**src/olad_pkg.sv**
```systemverilog
// Shared constants, codes and cell control type for the ordered list block.
`default_nettype none

package olad_pkg;

  // Payload widths
  localparam int unsigned DATA_W  = 32;
  localparam int unsigned COUNT_W = 5;
  localparam int unsigned STAT_W  = 2;

  // Default number of list cells
  localparam int unsigned DEFAULT_CAPACITY = 16;

  // Operation codes
  localparam logic FUNC_APPEND = 1'b0;
  localparam logic FUNC_DELETE = 1'b1;

  // Status codes
  localparam logic [STAT_W-1:0] ST_OK   = 2'd0;
  localparam logic [STAT_W-1:0] ST_MISS = 2'd1;
  localparam logic [STAT_W-1:0] ST_FULL = 2'd2;

  // Command broadcast to every cell for one transaction
  typedef struct packed {
    logic                     append_en;
    logic                     delete_en;
    logic signed [DATA_W-1:0] value;
  } cell_cmd_t;

endpackage : olad_pkg

`default_nettype wire

```
**src/olad_cell.sv**
```systemverilog
// One list cell: holds an entry and its occupied flag, compares and shifts.
`default_nettype none

module olad_cell (
  input  wire                             clk_i,
  input  wire                             rst_ni,
  input  olad_pkg::cell_cmd_t             cmd_i,
  input  wire                             prev_occ_i,
  input  wire                             seen_i,
  input  wire                             next_occ_i,
  input  wire  signed [olad_pkg::DATA_W-1:0] next_entry_i,
  output logic                            occ_o,
  output logic                            seen_o,
  output logic signed [olad_pkg::DATA_W-1:0] entry_o
);
  import olad_pkg::*;

  logic                     occ_q;
  logic signed [DATA_W-1:0] entry_q;
  logic                     hit;
  logic                     take_value;
  logic                     take_next;

  // Match this cell if occupied and equal; pass the first-match flag on
  assign hit    = occ_q & (entry_q == cmd_i.value);
  assign seen_o = seen_i | hit;

  // Append lands in the first free cell; delete closes up behind the match
  assign take_value = cmd_i.append_en & ~occ_q & prev_occ_i;
  assign take_next  = cmd_i.delete_en & seen_o;

  // Hold occupied flag
  always_ff @(posedge clk_i or negedge rst_ni) begin
    if (!rst_ni) begin
      occ_q <= 1'b0;
    end else if (take_value) begin
      occ_q <= 1'b1;
    end else if (take_next) begin
      occ_q <= next_occ_i;
    end
  end

  // Hold entry payload
  always_ff @(posedge clk_i) begin
    if (take_value) begin
      entry_q <= cmd_i.value;
    end else if (take_next) begin
      entry_q <= next_entry_i;
    end
  end

  assign occ_o   = occ_q;
  assign entry_o = entry_q;

endmodule : olad_cell

`default_nettype wire

```
**src/ordered_list_append_delete.sv**
```systemverilog
// Top level: ordered list with append at tail and delete of first match.
//
//  channel  | ports                              | direction | marker
//  ---------+------------------------------------+-----------+-------------------
//  request  | func_i, value_i                    | in        | start_i & !busy_o
//  result   | status_o, entry_count_o            | out       | done_o (one cycle)
//
// On a request every cell compares its entry with value_i at once, the
// first-match flag ripples down the row of CAPACITY cells, and the cells
// shift or load on the accepting edge. The result appears on the next
// cycle with done_o high for exactly that cycle. busy_o stays low, so a new
// request may be accepted every cycle. Reset clears the occupied flags and the
// count; the list is empty right after reset. The receiver cannot stall.
`default_nettype none

module ordered_list_append_delete #(
  parameter int unsigned CAPACITY = olad_pkg::DEFAULT_CAPACITY
) (
  input  wire                                clk_i,
  input  wire                                rst_ni,
  input  wire                                start_i,
  output logic                               busy_o,
  input  wire                                func_i,
  input  wire  signed [olad_pkg::DATA_W-1:0] value_i,
  output logic                               done_o,
  output logic [olad_pkg::STAT_W-1:0]        status_o,
  output logic [olad_pkg::COUNT_W-1:0]       entry_count_o
);
  import olad_pkg::*;

  localparam int unsigned CNT_W = $clog2(CAPACITY + 1);

  cell_cmd_t                cmd;
  logic                     accept;
  logic [CAPACITY-1:0]      occ;
  logic [CAPACITY-1:0]      seen;
  logic [CAPACITY-1:0]      prev_occ;
  logic [CAPACITY-1:0]      seen_in;
  logic [CAPACITY-1:0]      next_occ;
  logic signed [DATA_W-1:0] entry      [CAPACITY];
  logic signed [DATA_W-1:0] next_entry [CAPACITY];
  logic                     full;
  logic                     found;
  logic [CNT_W-1:0]         count_q;
  logic [CNT_W-1:0]         count_d;
  logic [STAT_W-1:0]        status_d;
  logic [CNT_W+COUNT_W-1:0] count_ext;
  logic                     done_q;
  logic [STAT_W-1:0]        status_q;
  logic [COUNT_W-1:0]       entry_count_q;

  assign busy_o = 1'b0;
  assign accept = start_i & ~busy_o;

  // Broadcast the transaction to the cells
  assign cmd.append_en = accept & (func_i == FUNC_APPEND);
  assign cmd.delete_en = accept & (func_i == FUNC_DELETE);
  assign cmd.value     = value_i;

  // Wire neighbors: head sees an occupied predecessor, tail a free successor
  always_comb begin
    for (int unsigned i = 0; i < CAPACITY; i++) begin
      if (i == 0) begin
        prev_occ[i] = 1'b1;
        seen_in[i]  = 1'b0;
      end else begin
        prev_occ[i] = occ[i-1];
        seen_in[i]  = seen[i-1];
      end
      if (i == CAPACITY - 1) begin
        next_occ[i]   = 1'b0;
        next_entry[i] = '0;
      end else begin
        next_occ[i]   = occ[i+1];
        next_entry[i] = entry[i+1];
      end
    end
  end

  for (genvar g = 0; g < CAPACITY; g++) begin : g_cell
    olad_cell u_cell (
      .clk_i        (clk_i),
      .rst_ni       (rst_ni),
      .cmd_i        (cmd),
      .prev_occ_i   (prev_occ[g]),
      .seen_i       (seen_in[g]),
      .next_occ_i   (next_occ[g]),
      .next_entry_i (next_entry[g]),
      .occ_o        (occ[g]),
      .seen_o       (seen[g]),
      .entry_o      (entry[g])
    );
  end

  assign full  = occ[CAPACITY-1];
  assign found = seen[CAPACITY-1];

  // Work out status and the new count
  always_comb begin
    count_d  = count_q;
    status_d = ST_OK;
    if (func_i == FUNC_APPEND) begin
      if (full) begin
        status_d = ST_FULL;
      end else begin
        count_d = count_q + CNT_W'(1);
      end
    end else begin
      if (found) begin
        count_d = count_q - CNT_W'(1);
      end else begin
        status_d = ST_MISS;
      end
    end
  end

  // Fit the count to the result field
  assign count_ext = {{COUNT_W{1'b0}}, count_d};

  // Hold count and registered result
  always_ff @(posedge clk_i or negedge rst_ni) begin
    if (!rst_ni) begin
      count_q <= '0;
      done_q  <= 1'b0;
    end else begin
      done_q <= accept;
      if (accept) begin
        count_q <= count_d;
      end
    end
  end

  // Capture result payload
  always_ff @(posedge clk_i) begin
    if (accept) begin
      status_q      <= status_d;
      entry_count_q <= count_ext[COUNT_W-1:0];
    end
  end

  assign done_o        = done_q;
  assign status_o      = status_q;
  assign entry_count_o = entry_count_q;

endmodule : ordered_list_append_delete

`default_nettype wire

```
**config.mk**
```make
export PLATFORM = sky130hd
export DESIGN_NAME = ordered_list_append_delete
export DESIGN_NICKNAME = d
export VERILOG_FILES = /design/src/olad_pkg.sv /design/src/olad_cell.sv /design/src/ordered_list_append_delete.sv
export SDC_FILE = /design/constraint.sdc
export NUM_CORES = 2
export LEC_CHECK = 0
export BUFFER_PORTS_ARGS = -buffer_cell sky130_fd_sc_hd__buf_2
export CAP_MARGIN = 20
export CORE_MARGIN = 2
export CORE_UTILIZATION = 40
export DETAILED_ROUTE_END_ITERATION = 7
export MAX_ROUTING_LAYER = met4
export SYNTH_ARGS = -nofsm -noshare
export SYNTH_HDL_FRONTEND = slang
export SYNTH_SLANG_ARGS = --single-unit
```
**constraint.sdc**
```tcl
create_clock -name clk_i -period 5.3 [get_ports clk_i]
set_clock_uncertainty 0.2 [all_clocks]
set_input_delay 0 -clock clk_i [delete_from_list [all_inputs] [get_ports clk_i]]
set_output_delay 0 -clock clk_i [all_outputs]
set_load 0.03 [all_outputs]
```
==> impl_metrics.json <==
{
  "cp_max_fo": 32,
  "critPathKind": "input pin to flop",
  "maxSlewViolCount": 0,
  "power_density_mw_per_mm2": 343,
  "synth_most_common_cell": "edfxtp_1",
  "cts_buffers": 60,
  "cp_cell_sequence": "dlygate4sd3_1, buf_2, xor2_1, nor4_1, nand4_1, or4_1, and4_1, a31oi_1, or2_2",
  "cts_buffer_depth": 3,
  "hp-class": "input pin to flop",
  "core_area_mm2": 0.0759,
  "gp_congestion": 1.01,
  "fillers": 6896,
  "area_delta_synth_final_pct": 10.8,
  "multi_input_area_mm2": 0.0137,
  "ir_worst_vdd_mv": 0.264,
  "finalSetupTns_ps": 0,
  "post_cts_resized": 0,
  "fp-row-count": 101,
  "power_leakage_nw": 10.9,
  "port_buffers": 43,
  "ff2ff_setup_slack_ps": 1430,
  "max_clock_freq_mhz": 246,
  "clock_latency_ps": 650,
  "critPathRequiredTime_ps": 5360,
  "setup_viol": 0,
  "synth_common_cells": "edfxtp_1, mux2_2, xor2_1, xnor2_1, nor4_1",
  "clock-sinks": 541,
  "drtPass1Iterations": 8,
  "avgRoutedWirePerCell_um": 27.2,
  "die_w_um": 281,
  "avgSynthCellArea_um2": 13.2,
  "syn_inst": 2325,
  "ys_warn_count": 0,
  "diodes": 0,
  "rsz0062_at_grt": "false",
  "ys_seq_area_share_pct": 52.6,
  "grt_use_total_pct": 24.2,
  "netlist_area_mm2": 0.0307,
  "finalWirelength_mm": 93.0,
  "path_delay_family": "simple AND/OR/NAND/NOR gates",
  "viasPerCell": 5.75,
  "cts_tree": "done",
  "start_util_pct": 40.4,
  "synth_top_area_share_pct": 50.8,
  "crit_path_end_kind": "flop",
  "nets": 2377,
  "vias": 19700,
  "postRouteAntennaNets": 0,
  "start_kind": "input pin",
  "finalHoldViolCount": 0,
  "synth_flop_cell": "edfxtp_1",
  "max-cap-violations": 0,
  "grt_max_degree": 36,
  "worst_pin_slew_ps": 1160,
  "yosysUniqueCellTypes": 64,
  "drt_iter0_markers": 2041,
  "async_reset_ff_share_pct": 4.07,
  "antenna_found_initial": 0,
  "clk_pin_slew_worst_paths_ps": 60,
  "status": "complete, no violations",
  "ys_ff_latch": 541,
  "yosys-top-cells-area": "edfxtp_1, mux2_2, xor2_1",
  "cpPeakStageDelay_ps": 710,
  "grt_pass1_wl_mm": 137,
  "min_period_ps": 4060,
  "cts-root-buf": "clkbuf_16",
  "cts_setup_buffers": 0,
  "register_area_mm2": 0.0161,
  "fin_total_pwr_mw": 11.6,
  "drc": 0,
  "die_h_um": 281,
  "post-route-period-util_pct": 76.7,
  "syn-num-nets": 2363,
  "path_buf_inv": 2,
  "grt_pass1_vias": 20200,
  "slowest_stage": "buf_2",
  "die-area_mm2": 0.0789,
  "slew_headroom_pct": 23.0,
  "overflow": 0,
  "htree_levels": 2,
  "dpl.hpwl_mm": 65.8,
  "yosys.area.top_type": "edfxtp_1",
  "ios": 45,
  "cp.arrival_ps": 4120,
  "synth_edf_count": 519,
  "drive_gt1_share_pct": 29.6
}
placed cells by master (no fill, tap or decap), types with 12 or more instances in the layout:
cell,instances
buf_4,69
clkbuf_16,60
inv_1,14
buf_2,44
nor2_1,32
clkbuf_1,23
nand4_1,95
edfxtp_1,519
mux2_2,477
xnor2_1,203
dfrtp_1,22
xor2_1,318
clkinv_1,12
nand2b_1,16
nor4_1,134
or4_1,22
dlygate4sd3_1,20
nand3_1,26
nor3_1,28
nand2_1,60
and2_1,32
state kept, by name (all words and copies together), names as in the netlist:
name,count
status_o,2
g_cell.u_cell.entry_o,512
entry_count_o,5
count_q,5
done_o,1
g_cell.u_cell.occ_o,16
worst register-to-register path, stage by stage (launching register included):
cell	delay (ps)
edfxtp_1	510
xor2_1	200
nor4_1	420
nand4_1	190
nor4_1	650
nor4b_2	250
a31oi_1	340
or2_2	690
path summary, 6_finish.rpt:
check | from | endpoint | cells after the start
worst max-delay path | value_i[17] | g_cell[11].u_cell.entry_o[28]$_DFFE_PP_ | 9
worst min-delay path | value_i[1] | g_cell[0].u_cell.entry_o[1]$_DFFE_PP_ | 2
worst max register to register | g_cell[2].u_cell.entry_o[26]$_DFFE_PP_ | g_cell[8].u_cell.entry_o[7]$_DFFE_PP_ | 7
worst min register to register | count_q[3]$_DFFE_PN0P_ | count_q[3]$_DFFE_PN0P_ | 1
max in group asynchronous | rst_ni | g_cell[8].u_cell.occ_o$_DFFE_PN0P_ | 4
min in group asynchronous | rst_ni | count_q[2]$_DFFE_PN0P_ | 4
repair_timing:
| action | in CTS | in global routing |
|---|---|---|
| setup endpoints to repair | 0 | 0 |
| hold endpoints to repair | 124 | 0 |
| hold buffers | 21 | 0 |
metrics by stage:
stage | util (%) | setup WS (ps) | cells | instance area, um2 | hold WS (ps)
final | 44.7 | 1240 | 3417 | 34000 | 41.7
after global placement | 42.0 | 1250 | 3285 | 31900 | -142
after floorplan | - | 1000 | 2325 | 30700 | -496
after CTS | 44.7 | 1390 | 3417 | 34000 | 8.37
after detailed placement | 42.0 | 1200 | 3286 | 31900 | -139
after global routing | 44.7 | 1130 | 3417 | 34000 | 26.8
routing by layer:
metal,GRT usage (%),up-vias,part of all wire (%)
met4,6.94,0,2.8
li1,-,8693,-
met5,-,-,0
met2,37.9,781,47
met1,32.8,10000,44
met3,3.22,173,5.9
cell families (layout without fill, tap and decap cells):
| family | count (synthesis) | after routing | synth area share [%] |
|---|---|---|---|
| DFF | 541 | 541 | 52.6 |
| and+or+nand+nor | 525 | 525 | 10.3 |
| xor gates and xnor gates | 521 | 521 | 14.9 |
| buffers and inverters | 197 | 259 | 3.13 |
| muxes | 482 | 482 | 17.7 |
| adders and majority gates | 2 | 2 | 0.0816 |
| other | 1 | 1 | 0.0122 |
| AOI/OAI and AO/OA | 56 | 56 | 1.29 |
power breakdown:
group	leakage (nW)	internal, mW	switching [mW]
Sequential	4.92	5.18	0.355
Clock	0.896	2.30	1.76
Combinational	5.13	0.843	1.20
Total	10.9	8.32	3.32
layout make-up:
cell class | count | share of cell area, %
multi-input combinational | 1587 | 40.2
clock inverter | 26 | 0.748
sequential | 541 | 47.5
timing repair buffer | 135 | 2.88
tap | 1030 | 3.79
inverter | 14 | 0.155
clock buffer | 84 | 4.71
(Power assumes the default switching activity.)
